<file path="src/rtl/gql_pkg.sv">
// shared types, codes and helpers for the glyph quad layout block
`timescale 1ns / 1ps

package gql_pkg;

    localparam int CMD_W      = 3;
    localparam int CODE_W     = 8;
    localparam int POS_W      = 24;
    localparam int PIX_W      = 9;
    localparam int SCALE_W    = 16;
    localparam int TEX_W      = 17;
    localparam int CORNER_W   = 3;
    localparam int LH_W       = 10;
    localparam int PAD_W      = 8;
    localparam int QLIM_W     = 11;
    localparam int CFG_IDX_W  = 2;
    localparam int CFG_DATA_W = 11;
    localparam int WIDE_W     = 30;
    localparam int S_TDATA_W  = 120;
    localparam int M_FIELDS_W = 85;
    localparam int M_TDATA_W  = 88;

    localparam logic [CODE_W-1:0]  NEWLINE_CODE   = 8'd10;
    localparam logic [SCALE_W-1:0] SCALE_ONE      = 16'd256;
    localparam logic [QLIM_W-1:0]  QUAD_LIMIT_RST = 11'd1024;

    typedef enum logic [CMD_W-1:0] {
        CMD_LOAD   = 3'd0,
        CMD_ORIGIN = 3'd1,
        CMD_SCALE  = 3'd2,
        CMD_CHAR   = 3'd3,
        CMD_END    = 3'd4
    } cmd_t;

    typedef enum logic [CFG_IDX_W-1:0] {
        CFG_LINE_HEIGHT = 2'd0,
        CFG_PADDING     = 2'd1,
        CFG_QUAD_LIMIT  = 2'd2
    } cfg_idx_t;

    typedef enum logic [CORNER_W-1:0] {
        CORNER_TL0 = 3'd0,
        CORNER_BL  = 3'd1,
        CORNER_BR0 = 3'd2,
        CORNER_TL1 = 3'd3,
        CORNER_BR1 = 3'd4,
        CORNER_TR  = 3'd5
    } corner_t;

    typedef struct packed {
        logic        [PIX_W-1:0] adv;
        logic signed [PIX_W-1:0] yoff;
        logic signed [PIX_W-1:0] xoff;
        logic        [PIX_W-1:0] h;
        logic        [PIX_W-1:0] w;
        logic        [PIX_W-1:0] v;
        logic        [PIX_W-1:0] u;
    } glyph_t;

    typedef struct packed {
        cmd_t                    cmd;
        logic        [CODE_W-1:0] code;
        logic signed [POS_W-1:0]  x_value;
        logic signed [POS_W-1:0]  y_value;
    } item_t;

    typedef struct packed {
        logic [LH_W-1:0]   line_height;
        logic [PAD_W-1:0]  padding_width;
        logic [QLIM_W-1:0] quad_limit;
    } cfg_t;

    typedef struct packed {
        logic signed [POS_W-1:0] x_left;
        logic signed [POS_W-1:0] x_right;
        logic signed [POS_W-1:0] y_top;
        logic signed [POS_W-1:0] y_bot;
        logic        [TEX_W-1:0] u0;
        logic        [TEX_W-1:0] u1;
        logic        [TEX_W-1:0] v0;
        logic        [TEX_W-1:0] v1;
    } quad_t;

    // clamp a wide signed value into the 24-bit position range
    function automatic logic signed [POS_W-1:0] sat_pos(input logic signed [WIDE_W-1:0] v);
        logic signed [POS_W-1:0] res;
        if (v[WIDE_W-1:POS_W-1] == {(WIDE_W-POS_W+1){v[WIDE_W-1]}}) begin
            res = v[POS_W-1:0];
        end else if (v[WIDE_W-1]) begin
            res = {1'b1, {(POS_W-1){1'b0}}};
        end else begin
            res = {1'b0, {(POS_W-1){1'b1}}};
        end
        return res;
    endfunction

endpackage

</file>
<file path="src/rtl/gql_vertex_seq.sv">
// vertex sequencer: holds one quad and emits its six vertices in order
`timescale 1ns / 1ps

module gql_vertex_seq (
    input  logic                           aclk,
    input  logic                           aresetn,
    input  logic                           quad_valid,
    input  gql_pkg::quad_t                 quad,
    output logic                           quad_ready,
    output logic                           m_tvalid,
    input  logic                           m_tready,
    output logic [gql_pkg::M_TDATA_W-1:0]  m_tdata,
    output logic                           m_tlast
);
    import gql_pkg::*;

    logic    busy_reg, busy_next;
    corner_t corner_reg, corner_next;
    quad_t   quad_reg;
    logic    last;
    logic    load;

    logic signed [POS_W-1:0] vx;
    logic signed [POS_W-1:0] vy;
    logic        [TEX_W-1:0] tu;
    logic        [TEX_W-1:0] tv;

    assign last       = corner_reg == CORNER_TR;
    assign quad_ready = !busy_reg || (m_tready && last);
    assign load       = quad_valid && quad_ready;

    always_comb begin
        busy_next   = busy_reg;
        corner_next = corner_reg;
        if (load) begin
            busy_next   = 1'b1;
            corner_next = CORNER_TL0;
        end else if (busy_reg && m_tready) begin
            if (last) begin
                busy_next = 1'b0;
            end else begin
                corner_next = corner_t'(corner_reg + 3'd1);
            end
        end
    end

    always_ff @(posedge aclk) begin
        if (!aresetn) begin
            busy_reg   <= 1'b0;
            corner_reg <= CORNER_TL0;
        end else begin
            busy_reg   <= busy_next;
            corner_reg <= corner_next;
        end
    end

    always_ff @(posedge aclk) begin
        if (load) begin
            quad_reg <= quad;
        end
    end

    always_comb begin
        unique case (corner_reg)
            CORNER_BL: begin
                vx = quad_reg.x_left;  vy = quad_reg.y_bot; tu = quad_reg.u0; tv = quad_reg.v1;
            end
            CORNER_BR0, CORNER_BR1: begin
                vx = quad_reg.x_right; vy = quad_reg.y_bot; tu = quad_reg.u1; tv = quad_reg.v1;
            end
            CORNER_TR: begin
                vx = quad_reg.x_right; vy = quad_reg.y_top; tu = quad_reg.u1; tv = quad_reg.v0;
            end
            default: begin
                vx = quad_reg.x_left;  vy = quad_reg.y_top; tu = quad_reg.u0; tv = quad_reg.v0;
            end
        endcase
    end

    assign m_tvalid = busy_reg;
    assign m_tlast  = last;
    assign m_tdata  = {{(M_TDATA_W-M_FIELDS_W){1'b0}}, CORNER_W'(corner_reg), tv, tu, vy, vx};

    a_corner_step: assert property (@(posedge aclk) disable iff (!aresetn)
        busy_reg && m_tready && !last
        |=> busy_reg && corner_reg == corner_t'($past(corner_reg) + 3'd1))
        else $error("vertex corner did not advance by one");

    a_quad_start: assert property (@(posedge aclk) disable iff (!aresetn)
        quad_valid && quad_ready |=> m_tvalid && corner_reg == CORNER_TL0)
        else $error("new quad did not start at the first corner");

    a_quad_end: assert property (@(posedge aclk) disable iff (!aresetn)
        m_tvalid && m_tready && m_tlast && !quad_valid |=> !m_tvalid)
        else $error("vertex output stayed valid after the last corner");

endmodule

</file>
<file path="config.mk">
export PLATFORM = sky130hd
export DESIGN_NAME = gql_vertex_seq
export DESIGN_NICKNAME = d
export VERILOG_FILES = /design/src/rtl/gql_pkg.sv /design/src/rtl/gql_vertex_seq.sv
export SDC_FILE = /design/constraint.sdc
export NUM_CORES = 1
export LEC_CHECK = 0
export ABC_AREA = 1
export BUFFER_PORTS_ARGS = -buffer_cell sky130_fd_sc_hd__buf_2
export CAP_MARGIN = 20
export CORE_MARGIN = 5
export CORE_UTILIZATION = 52
export DETAILED_ROUTE_END_ITERATION = 10
export GPL_ROUTABILITY_DRIVEN = 0
export MAX_ROUTING_LAYER = met4
export PLACE_DENSITY = 0.85
export SLEW_MARGIN = 30
export SYNTH_ARGS = -nofsm -noshare
export SYNTH_HDL_FRONTEND = slang
export SYNTH_SLANG_ARGS = --single-unit
</file>
<file path="constraint.sdc">
create_clock -name aclk -period 7.6 [get_ports aclk]
set_clock_uncertainty 0.15 [all_clocks]
set_input_delay 1.14 -clock aclk [delete_from_list [all_inputs] [get_ports aclk]]
set_output_delay 1.14 -clock aclk [all_outputs]
set_load 0.01 [all_outputs]
</file>
==> impl_metrics.tcl <==
set metrics [dict create \
    slowest_stage "nor2_4" \
    path_buf_inv 3 \
    r2r-start "corner_reg[1]$_SDFFE_PP0P_" \
    place_area_sq_um 7749 \
    path_clk_slew_ps 60 \
    cts-buffers-inserted 17 \
    worstSetupStartpoint "corner_reg[0]$_SDFFE_PP0P_" \
    drv_cap 0 \
    internal_power_mw 1.701 \
    pwr_density_cell_nw_per_um2 256.8 \
    grt.total_usage_pct 20.59 \
    slowest_delay_ps 510 \
    vias_per_cell 4.981 \
    drtPass1Iterations 4 \
    power.switching_uw 451.9 \
    crit_path_end_kind "output pin" \
    dieArea_sq_um 14570 \
    rsz0062_at_grt "no" \
    grt.overflow.total 0 \
    area_delta_synth_final_pct 31.53 \
    cts_tree "built" \
    crit_type "reg -> out" \
    syn_avg_cell_area_sq_um 13.33 \
    pwr-share-clk_pct 41.1 \
    post_drt_wl_per_cell_microns 16.60 \
    setup_viol 0 \
    crit_family "simple AND/OR/NAND/NOR gates" \
    grt_pass1_vias 4472 \
    synthCells 478 \
    ioPinCount 259 \
    met2_length_microns 8139 \
    htree_levels 4 \
    core-area_sq_um 12010 \
    largest_register_ff_count 164 \
    clock_tree.buffer_depth 2 \
    dp_hpwl_microns 10440 \
    grt_start_max_net_pins 91 \
    portBuffers 255 \
    worstMarginPinSlew_ps 810.7 \
    dr_wl_met3_microns 1003 \
    synth_area_sq_um 6372 \
    cp_common_cell "nand2_1" \
    die_h_microns 120.7 \
    yosysUniqueCellTypes 19 \
    vias 4453 \
    worstPathCellList "inv_1, ha_1, nand2_1, nand2_2, nor2_4, buf_16, nand2_1, nand2_1, buf_2" \
    seq_area_frac_synth_pct 78.54 \
    combinationalPowerShare_pct 7.7 \
    critPathMaxFanout 42 \
    required_ps 6310 \
    critical_path_cell_count 9 \
    antenna_cells 0 \
    slew_viol_final 0 \
    start_util_pct 53.05 \
    ys_ff_latch 168 \
    antenna_left 0 \
    layout-drive-gt1-share_pct 39.22 \
    status "finished, final reports clean" \
    cts.sinks 168 \
    drt_first_iter_violations 417 \
    arrival_ps 2730 \
    post-route-min-period_ps 4024 \
    startpoint_type "register" \
    chipWidth_microns 120.7 \
    sequentialPowerShare_pct 51.2 \
    switching_share_pct 20.99 \
    drc 0 \
    utilization_pct 69.78 \
    hold_violations 0 \
    final_cell_area_sq_um 8382 \
    antenna_found_initial 0 \
    min_period_over_period_pct 52.95 \
    wl_met1_microns 5362 \
    ys_warn_count 0 \
    min_path_type "reg -> reg" \
    r2r_cells 7 \
    nets 907 \
    relSlewSlack_pct 45.95 \
    crit_end "m_tdata[36]" \
    leakagePower_nw 3.719 \
    highest-signal-layer "met4" \
    clockRootBuffer "clkbuf_16" \
    row_count 40 \
    grt_first_pass_wirelength_microns 22110 \
    ctsHoldBuffers 0 \
    cts_setup_buffers 0 \
    drt_wl_total_microns 14840 \
    setup_tns_ps 0 \
    cts_resized 0 \
    max_freq_mhz 248.5 \
    regToRegEndpoint "quad_reg[101]$_DFFE_PP_" \
    ir_worst_vdd_uv 210.1 \
    rrSetupSlack_ps 4770 \
    clk_latency_ps 420 \
]
## metal layers
metal	vias up	global-route usage [%]
met5	-	-
met4	0	8.782
met3	31	5.051
met2	199	35.94
met1	2077	22.49
li1	2146	-
## placed cells by master (no fill, tap or decap)
| cell type | instances |
|---|---|
| buf_16 | 1 |
| nand2_2 | 1 |
| nand3_1 | 4 |
| clkinv_4 | 1 |
| buf_6 | 1 |
| buf_4 | 2 |
| nor2_4 | 1 |
| inv_1 | 48 |
| nand4_1 | 1 |
| edfxtp_1 | 164 |
| o21ai_0 | 82 |
| clkinv_1 | 3 |
| nand2_1 | 137 |
| dfxtp_1 | 4 |
| ha_1 | 4 |
| bufinv_16 | 4 |
| conb_1 | 3 |
| clkinv_2 | 3 |
| nor2_1 | 3 |
| buf_2 | 255 |
| nor2_2 | 1 |
| a21boi_0 | 1 |
| clkbuf_16 | 17 |
| inv_2 | 1 |
| inv_6 | 3 |
| nand3_2 | 1 |
| clkinvlp_4 | 1 |
## per-stage QoR
step	hold WS [ps]	setup WS (ps)	instances	power (mW)
final	408.3	3576	894	2.153
after global routing	421.2	3357	894	2.237
after CTS	405.2	3318	893	2.168
after detailed placement	397.2	3787	862	1.287
after global placement	361.0	3893	862	1.277
after floorplan	426.9	2306	480	1.198
## layout make-up
class / count / area (sq um)
Clock buffer: 17 / 425.4
Clock inverter: 14 / 180.2
Fill cell: 825 / 3630
Inverter: 50 / 192.7
Multi-Input combinational cell: 239 / 1065
Sequential cell: 168 / 5005
Tap cell: 147 / 183.9
Timing Repair Buffer: 259 / 1330
## worst min-delay path by stage
stage                                     from                         end  slack, ps  cells past startpoint
detailed placement       m_tvalid$_SDFFE_PN0P_       m_tvalid$_SDFFE_PN0P_        400                      2
CTS                      m_tvalid$_SDFFE_PN0P_       m_tvalid$_SDFFE_PN0P_        410                      2
global placement         m_tvalid$_SDFFE_PN0P_       m_tvalid$_SDFFE_PN0P_        360                      2
finish                   m_tvalid$_SDFFE_PN0P_       m_tvalid$_SDFFE_PN0P_        410                      2
global route             m_tvalid$_SDFFE_PN0P_       m_tvalid$_SDFFE_PN0P_        420                      2
floorplan           corner_reg[1]$_SDFFE_PP0P_  corner_reg[1]$_SDFFE_PP0P_        430                      4
## worst reg2reg max path, delay by kind of cell, from the launching register on
family                     cells  cell delay (ps)
and+or+nand+nor                3              350
adders and majority gates      1              190
DFF                            1              350
buffers and inverters          3             1330
## power by group through the flow
stage          Clock, mW  Combinational, mW  Sequential (mW)
3_3_place_gp           0              0.160             1.12
5_1_grt            0.949              0.183             1.10
4_1_cts            0.900              0.167             1.10
3_5_place_dp           0              0.167             1.12
2_1_floorplan          0             0.0742             1.12
6_report           0.885              0.166             1.10
## cell usage after synthesis
cell type / number / area (sq um)
a21boi_0: 1 / 7.510
buf_2: 5 / 25.02
buf_4: 6 / 45.04
clkbuf_1: 4 / 15.01
clkbuf_2: 8 / 40.04
conb_1: 1 / 3.750
dfxtp_1: 4 / 80.08
edfxtp_1: 164 / 4925
ha_1: 4 / 50.05
inv_1: 49 / 183.9
inv_2: 1 / 3.750
nand2_1: 137 / 514.2
nand2_2: 1 / 6.260
nand3_1: 4 / 20.02
nand3_2: 1 / 10.01
nand4_1: 1 / 6.260
nor2_1: 4 / 15.01
nor2_4: 1 / 11.26
o21ai_0: 82 / 410.4
## kinds of logic (layout without fill, tap and decap cells)
logic type	count (synthesis)	count (layout)	share of synthesized area (%)
flip-flops	168	168	78.54
AND/OR/NAND/NOR	149	149	9.150
adder cells (fa/ha/maj)	4	4	0.7854
AO/OA/AOI/OAI	83	83	6.558
buffers and inverters	73	340	4.909
other	1	3	0.05885
No activity file was read; power rests on OpenSTA's default activity.
