File: src/rtl/gql_pkg.sv
// shared types, codes and helpers for the glyph quad layout block
`timescale 1ns / 1ps

package gql_pkg;

    localparam int CMD_W      = 3;
    localparam int CODE_W     = 8;
    localparam int POS_W      = 24;
    localparam int PIX_W      = 9;
    localparam int SCALE_W    = 16;
    localparam int TEX_W      = 17;
    localparam int CORNER_W   = 3;
    localparam int LH_W       = 10;
    localparam int PAD_W      = 8;
    localparam int QLIM_W     = 11;
    localparam int CFG_IDX_W  = 2;
    localparam int CFG_DATA_W = 11;
    localparam int WIDE_W     = 30;
    localparam int S_TDATA_W  = 120;
    localparam int M_FIELDS_W = 85;
    localparam int M_TDATA_W  = 88;

    localparam logic [CODE_W-1:0]  NEWLINE_CODE   = 8'd10;
    localparam logic [SCALE_W-1:0] SCALE_ONE      = 16'd256;
    localparam logic [QLIM_W-1:0]  QUAD_LIMIT_RST = 11'd1024;

    typedef enum logic [CMD_W-1:0] {
        CMD_LOAD   = 3'd0,
        CMD_ORIGIN = 3'd1,
        CMD_SCALE  = 3'd2,
        CMD_CHAR   = 3'd3,
        CMD_END    = 3'd4
    } cmd_t;

    typedef enum logic [CFG_IDX_W-1:0] {
        CFG_LINE_HEIGHT = 2'd0,
        CFG_PADDING     = 2'd1,
        CFG_QUAD_LIMIT  = 2'd2
    } cfg_idx_t;

    typedef enum logic [CORNER_W-1:0] {
        CORNER_TL0 = 3'd0,
        CORNER_BL  = 3'd1,
        CORNER_BR0 = 3'd2,
        CORNER_TL1 = 3'd3,
        CORNER_BR1 = 3'd4,
        CORNER_TR  = 3'd5
    } corner_t;

    typedef struct packed {
        logic        [PIX_W-1:0] adv;
        logic signed [PIX_W-1:0] yoff;
        logic signed [PIX_W-1:0] xoff;
        logic        [PIX_W-1:0] h;
        logic        [PIX_W-1:0] w;
        logic        [PIX_W-1:0] v;
        logic        [PIX_W-1:0] u;
    } glyph_t;

    typedef struct packed {
        cmd_t                    cmd;
        logic        [CODE_W-1:0] code;
        logic signed [POS_W-1:0]  x_value;
        logic signed [POS_W-1:0]  y_value;
    } item_t;

    typedef struct packed {
        logic [LH_W-1:0]   line_height;
        logic [PAD_W-1:0]  padding_width;
        logic [QLIM_W-1:0] quad_limit;
    } cfg_t;

    typedef struct packed {
        logic signed [POS_W-1:0] x_left;
        logic signed [POS_W-1:0] x_right;
        logic signed [POS_W-1:0] y_top;
        logic signed [POS_W-1:0] y_bot;
        logic        [TEX_W-1:0] u0;
        logic        [TEX_W-1:0] u1;
        logic        [TEX_W-1:0] v0;
        logic        [TEX_W-1:0] v1;
    } quad_t;

    // clamp a wide signed value into the 24-bit position range
    function automatic logic signed [POS_W-1:0] sat_pos(input logic signed [WIDE_W-1:0] v);
        logic signed [POS_W-1:0] res;
        if (v[WIDE_W-1:POS_W-1] == {(WIDE_W-POS_W+1){v[WIDE_W-1]}}) begin
            res = v[POS_W-1:0];
        end else if (v[WIDE_W-1]) begin
            res = {1'b1, {(POS_W-1){1'b0}}};
        end else begin
            res = {1'b0, {(POS_W-1){1'b1}}};
        end
        return res;
    endfunction

endpackage

File: src/rtl/gql_layout.sv
// scale products, atlas coordinates and pen/origin/quad-count state
`timescale 1ns / 1ps

module gql_layout #(
    parameter int ATLAS_SIZE = 512
) (
    input  logic            aclk,
    input  logic            aresetn,
    input  gql_pkg::cfg_t   cfg,
    input  logic            s1_valid,
    input  gql_pkg::item_t  s1_item,
    input  gql_pkg::glyph_t glyph,
    output logic            s1_ready,
    output logic            quad_valid,
    output gql_pkg::quad_t  quad,
    input  logic            quad_ready
);
    import gql_pkg::*;

    // pix * 2^16 / ATLAS_SIZE through a rounded-up reciprocal, exact for 10-bit pixels
    localparam int TEX_SHIFT = 38;
    localparam int TEX_MUL_W = 33;
    localparam int TEX_PROD_W = TEX_MUL_W + 10;
    localparam int TEX_Q_W = TEX_PROD_W - (TEX_SHIFT - 16);
    localparam logic [TEX_MUL_W-1:0] TEX_MUL = TEX_MUL_W'(
        ((64'd1 << TEX_SHIFT) + 64'(ATLAS_SIZE) - 64'd1) / 64'(ATLAS_SIZE));

    typedef struct packed {
        cmd_t                    cmd;
        logic                    newline;
        logic signed [POS_W-1:0] x_value;
        logic signed [POS_W-1:0] y_value;
        logic signed [25:0]      xoff_sx;
        logic signed [27:0]      hy_sy;
        logic        [24:0]      w_sx;
        logic        [24:0]      h_sy;
        logic signed [26:0]      adv_sx;
        logic        [25:0]      nl_step;
        logic        [TEX_W-1:0] u0;
        logic        [TEX_W-1:0] u1;
        logic        [TEX_W-1:0] v0;
        logic        [TEX_W-1:0] v1;
    } stage_t;

    function automatic logic [TEX_W-1:0] tex_coord(input logic [9:0] pix);
        logic [TEX_PROD_W-1:0] prod;
        logic [TEX_Q_W-1:0]    q;
        prod = TEX_PROD_W'(pix) * TEX_PROD_W'(TEX_MUL);
        q    = TEX_Q_W'(prod >> (TEX_SHIFT - 16));
        return (|q[TEX_Q_W-1:TEX_W]) ? {TEX_W{1'b1}} : q[TEX_W-1:0];
    endfunction

    logic [SCALE_W-1:0] scale_x_reg, scale_x_next;
    logic [SCALE_W-1:0] scale_y_reg, scale_y_next;
    logic signed [10:0] hy;
    logic signed [9:0]  adv_pad;
    stage_t             s2_next;
    stage_t             s2_reg;
    logic               s2_valid_reg;
    logic               s1_take;

    logic signed [POS_W-1:0]  pen_x_reg, pen_x_next;
    logic signed [POS_W-1:0]  pen_y_reg, pen_y_next;
    logic signed [POS_W-1:0]  origin_x_reg, origin_x_next;
    logic        [QLIM_W-1:0] quad_count_reg, quad_count_next;
    logic                     quad_ok;
    logic                     s2_emit;
    logic                     s2_done;
    logic signed [26:0]       xpos;
    logic signed [28:0]       ypos;
    logic signed [27:0]       x_right;
    logic signed [29:0]       y_top;
    logic signed [27:0]       pen_x_adv;
    logic signed [27:0]       pen_y_nl;

    // first stage: every product and texture coordinate, registered
    assign hy      = 11'($signed({2'b00, glyph.h})) + 11'(glyph.yoff);
    assign adv_pad = 10'($signed({1'b0, glyph.adv})) - 10'($signed({2'b00, cfg.padding_width}));

    always_comb begin
        s2_next.cmd     = s1_item.cmd;
        s2_next.newline = s1_item.code == NEWLINE_CODE;
        s2_next.x_value = s1_item.x_value;
        s2_next.y_value = s1_item.y_value;
        s2_next.xoff_sx = 26'(glyph.xoff) * 26'($signed({1'b0, scale_x_reg}));
        s2_next.hy_sy   = 28'(hy) * 28'($signed({1'b0, scale_y_reg}));
        s2_next.w_sx    = 25'(glyph.w) * 25'(scale_x_reg);
        s2_next.h_sy    = 25'(glyph.h) * 25'(scale_y_reg);
        s2_next.adv_sx  = 27'(adv_pad) * 27'($signed({1'b0, scale_x_reg}));
        s2_next.nl_step = 26'(cfg.line_height) * 26'(scale_y_reg);
        s2_next.u0      = tex_coord({1'b0, glyph.u});
        s2_next.u1      = tex_coord(10'(glyph.u) + 10'(glyph.w));
        s2_next.v0      = tex_coord({1'b0, glyph.v});
        s2_next.v1      = tex_coord(10'(glyph.v) + 10'(glyph.h));
    end

    assign s1_take = s1_valid && s1_ready;

    // scale lives with the first stage since only the products use it
    always_comb begin
        scale_x_next = scale_x_reg;
        scale_y_next = scale_y_reg;
        if (s1_take && s1_item.cmd == CMD_SCALE) begin
            scale_x_next = s1_item.x_value[SCALE_W-1:0];
            scale_y_next = s1_item.y_value[SCALE_W-1:0];
        end
    end

    // second stage: positions against the pen, pen and quad count update
    assign quad_ok    = quad_count_reg < cfg.quad_limit;
    assign s2_emit    = s2_reg.cmd == CMD_CHAR && !s2_reg.newline && quad_ok;
    assign s2_done    = s2_valid_reg && (!s2_emit || quad_ready);
    assign s1_ready   = !s2_valid_reg || s2_done;
    assign quad_valid = s2_valid_reg && s2_emit;

    assign xpos      = 27'(pen_x_reg) + 27'(s2_reg.xoff_sx);
    assign ypos      = 29'(pen_y_reg) - 29'(s2_reg.hy_sy);
    assign x_right   = 28'(xpos) + 28'($signed({1'b0, s2_reg.w_sx}));
    assign y_top     = 30'(ypos) + 30'($signed({1'b0, s2_reg.h_sy}));
    assign pen_x_adv = 28'(pen_x_reg) + 28'(s2_reg.adv_sx);
    assign pen_y_nl  = 28'(pen_y_reg) - 28'($signed({1'b0, s2_reg.nl_step}));

    always_comb begin
        quad.x_left  = sat_pos(30'(xpos));
        quad.x_right = sat_pos(30'(x_right));
        quad.y_top   = sat_pos(y_top);
        quad.y_bot   = sat_pos(30'(ypos));
        quad.u0      = s2_reg.u0;
        quad.u1      = s2_reg.u1;
        quad.v0      = s2_reg.v0;
        quad.v1      = s2_reg.v1;
    end

    always_comb begin
        pen_x_next      = pen_x_reg;
        pen_y_next      = pen_y_reg;
        origin_x_next   = origin_x_reg;
        quad_count_next = quad_count_reg;
        if (s2_done) begin
            unique case (s2_reg.cmd)
                CMD_ORIGIN: begin
                    origin_x_next = s2_reg.x_value;
                    pen_x_next    = s2_reg.x_value;
                    pen_y_next    = s2_reg.y_value;
                end
                CMD_END: begin
                    quad_count_next = '0;
                end
                CMD_CHAR: begin
                    if (s2_reg.newline) begin
                        pen_x_next = origin_x_reg;
                        pen_y_next = sat_pos(30'(pen_y_nl));
                    end else if (quad_ok) begin
                        pen_x_next      = sat_pos(30'(pen_x_adv));
                        quad_count_next = quad_count_reg + QLIM_W'(1);
                    end
                end
                default: begin
                end
            endcase
        end
    end

    always_ff @(posedge aclk) begin
        if (!aresetn) begin
            scale_x_reg    <= SCALE_ONE;
            scale_y_reg    <= SCALE_ONE;
            s2_valid_reg   <= 1'b0;
            pen_x_reg      <= '0;
            pen_y_reg      <= '0;
            origin_x_reg   <= '0;
            quad_count_reg <= '0;
        end else begin
            scale_x_reg    <= scale_x_next;
            scale_y_reg    <= scale_y_next;
            if (s1_ready) begin
                s2_valid_reg <= s1_valid;
            end
            pen_x_reg      <= pen_x_next;
            pen_y_reg      <= pen_y_next;
            origin_x_reg   <= origin_x_next;
            quad_count_reg <= quad_count_next;
        end
    end

    always_ff @(posedge aclk) begin
        if (s1_take) begin
            s2_reg <= s2_next;
        end
    end

endmodule

File: config.mk
export PLATFORM = sky130hd
export DESIGN_NAME = gql_layout
export DESIGN_NICKNAME = d
export VERILOG_FILES = /design/src/rtl/gql_pkg.sv /design/src/rtl/gql_layout.sv
export SDC_FILE = /design/constraint.sdc
export NUM_CORES = 2
export LEC_CHECK = 0
export CAP_MARGIN = 20
export CORE_ASPECT_RATIO = 0.6
export CORE_UTILIZATION = 50
export CTS_BUF_LIST = sky130_fd_sc_hd__clkbuf_16
export DETAILED_ROUTE_END_ITERATION = 8
export DONT_BUFFER_PORTS = 1
export HOLD_SLACK_MARGIN = 0.08
export SYNTH_ARGS = -nofsm -noshare
export SYNTH_HDL_FRONTEND = slang
export SYNTH_SLANG_ARGS = --single-unit
File: constraint.sdc
create_clock -name aclk -period 30.1 [get_ports aclk]
set_clock_uncertainty 0.2 [all_clocks]
set_input_delay 1.505 -clock aclk [delete_from_list [all_inputs] [get_ports aclk]]
set_output_delay 1.505 -clock aclk [all_outputs]
set_load 0.005 [all_outputs]
==> results.cfg <==
[synth]
synth_cell_types = 91
synthFlopType = edfxtp_1
synthArstFlopShare_pct = 0
syn_inst = 5775
synth_area_um2 = 52650
synth-seq-cells = 363
synth_area_per_cell_um2 = 9.117
synth_edf_count = 247
synth_area_leaders = fa_1, edfxtp_1, ha_1
synth.top_cell.area_share_pct = 24.87
synth-seq-area-share_pct = 18.50
ys_warn_count = 0
yosys.area.top_type = fa_1

[clock_network]
cts_tree = yes
cts.reportedPaths.clkPinSlew_ns = 0.06
clock-sinks = 363
ctsHoldBuffers = 0
cts_buffers = 41
cts_resized = 0
clockBufferDepth = 3
cts_root_buf = clkbuf_16
cts_setup_buffers = 0
htree_num_levels = 2
insertion_delay_ns = 0.62

[timing]
fin_crit_ns = 9.121
post-route-period-util_pct = 30.30
setup_violations = 0
slew_viol_final = 0
hold_violations = 0
maxSlewHeadroom_pct = 18.60
rsz0062_at_grt = false
fmax_mhz = 109.6
timing.setup.tns_ns = 0
tightest_slew_ns = 1.217

[worst_setup_path]
end_kind = flip-flop
cp.arrival_ns = 9.28
r2r_slack_ns = 22.11
slowest_delay_ns = 0.50
critPathMaxFanout = 18
crit_slowest_cell = fa_1
worstSetupPathType = primary input to flip-flop
startpoint_type = primary input
critical_path_required_ns = 30.26

[floorplan]
io-pin-count = 321
start_util_pct = 50.87
die_area_um2 = 106600
die_w_um = 420.9
core_um2 = 103500
die_height_um = 253.4
rows = 91

[grt]
first_global_vias = 38179
grt_usage_pct = 29.23
grt_max_degree = 109
grt_remaining_overflow = 0
grt_pass1_wl_mm = 236.2
antenna_found_initial = 19

[place]
place.gp.congestion = 0.9541
hpwlAfterDp_mm = 122.5
io_buffers = 0

[power]
powerDensity_nw_per_um2 = 42.82
total_power_mw = 2.356
p_leak_nw = 26.50
ir_worst_vdd_mv = 0.04416

[cells_and_area]
seqCellArea_um2 = 9741
area_growth_pct = 4.477
drive_gt1_share_pct = 3.363
largest_reg_flops = 209
multi_input_area_um2 = 38190
fillers = 9597
layout.nets = 7012

[run_status]
status = completed

[route]
post_drt_wl_per_cell_um = 22.04
drc = 0
drt-total-wl_mm = 155.5
viasPerCell = 5.615
drt_first_pass_iters = 5
drt.antenna.violating_nets = 0
drtIter0Drc = 3769
vias = 39609

[min_path]
hold_path_class = flip-flop to flip-flop

[run]
drv_cap = 0
-- metal layers --
layer  GRT usage (%)  vias up  part of all wire (%)
met5           2.027        -                  0.22
met4           3.962       12                   1.1
met2           34.68     1682                    34
li1                -    18397                     -
met1           47.03    19398                    50
met3           12.86      120                    14
-- critical path: cells and delay by family --
family | cells | cell delay, ns
AOI/OAI and AO/OA | 12 | 2.57
xor gates and xnor gates | 2 | 0.16
adders and majority gates | 8 | 3.19
buffers and inverters | 5 | 0.40
and+or+nand+nor | 6 | 1.42
-- cell families (layout without fill, tap and decap cells) --
family,count (synthesis),after routing,share of synthesized area [%]
adders and majority gates,1240,1240,38.79
and+or+nand+nor,1654,1654,15.54
DFF,363,363,18.50
other,1,39,0.007122
buffers and inverters,1220,1066,9.251
xor gates and xnor gates,285,285,4.741
AOI/OAI and AO/OA,971,971,12.38
muxes,41,41,0.7890
-- cell type report --
type	count	area share, %
inverter	925	6.312
multi-input combinational	4221	69.43
antenna	9	0.04094
timing repair buffer	65	0.8939
tap	1395	3.173
sequential	363	17.71
clock inverter	32	0.4390
clock buffer	44	2.002
-- stage by stage --
step / instance area, um^2 / utilization, % / instances / worst slack [ns] / hold slack [ns]
final: 55010 / 53.15 / 7054 / 20.98 / 0.2580
after global routing: 55000 / 53.14 / 7050 / 20.51 / 0.2862
after CTS: 54960 / 53.10 / 7042 / 20.63 / 0.2623
after detailed placement: 53620 / 51.81 / 6966 / 19.98 / 0.2532
after global placement: 53610 / 51.80 / 6965 / 20.06 / 0.2460
after floorplan: 52760 / - / 5804 / 15.35 / 0.2390
-- synth_stat cells (9+ instances only) --
master and n:
edfxtp_1 247, nand3_1 52, or2_2 21, nor3_1 57, and2_1 383, fa_1 654, o21a_1 90, nand4_1 22
nor2_1 198, xnor2_1 190, a221oi_1 17, and3_1 44, o21bai_1 55, xor2_1 95, mux2i_1 37, ha_1 586
clkbuf_1 212, nor2b_1 100, inv_1 924, dfxtp_1 116, a21boi_0 35, o2111a_1 16, o211ai_1 26, a31oi_1 24
a21oi_1 250, buf_2 11, buf_4 70, o21ai_0 176, o31a_1 9, a22oi_1 9, nand2b_1 65, or3_1 39
nand2_1 639, a21o_1 126, a211oi_1 35
-- report_power, final --
group          switching (mW)  internal, mW  total, mW
clock                   0.240         0.284      0.525
combinational           0.727         0.445       1.17
sequential             0.0529         0.606      0.659
total                    1.02          1.34       2.36
-- placed cells by master (no fill, tap or decap), drive strengths merged, types with 55 or more instances in the layout --
cell	n
a21o	126
a21oi	251
and2	384
buf	65
dfxtp	116
edfxtp	247
fa	654
ha	586
inv	934
nand2	639
nand2b	65
nor2	199
nor2b	100
nor3	58
o21a	90
o21ai	181
o21bai	55
xnor2	190
xor2	95
-- worst paths after layout --
kind | start | to | cells after the start
worst max register to register | scale_y_reg[7] | s2_reg[144] | 19
worst min register to register | origin_x_reg[9] | origin_x_reg[9] | 2
worst max-delay path | glyph[27] | s2_reg[198] | 33
worst min-delay path | origin_x_reg[9] | origin_x_reg[9] | 2
No activity file was read; power rests on OpenSTA's default activity.
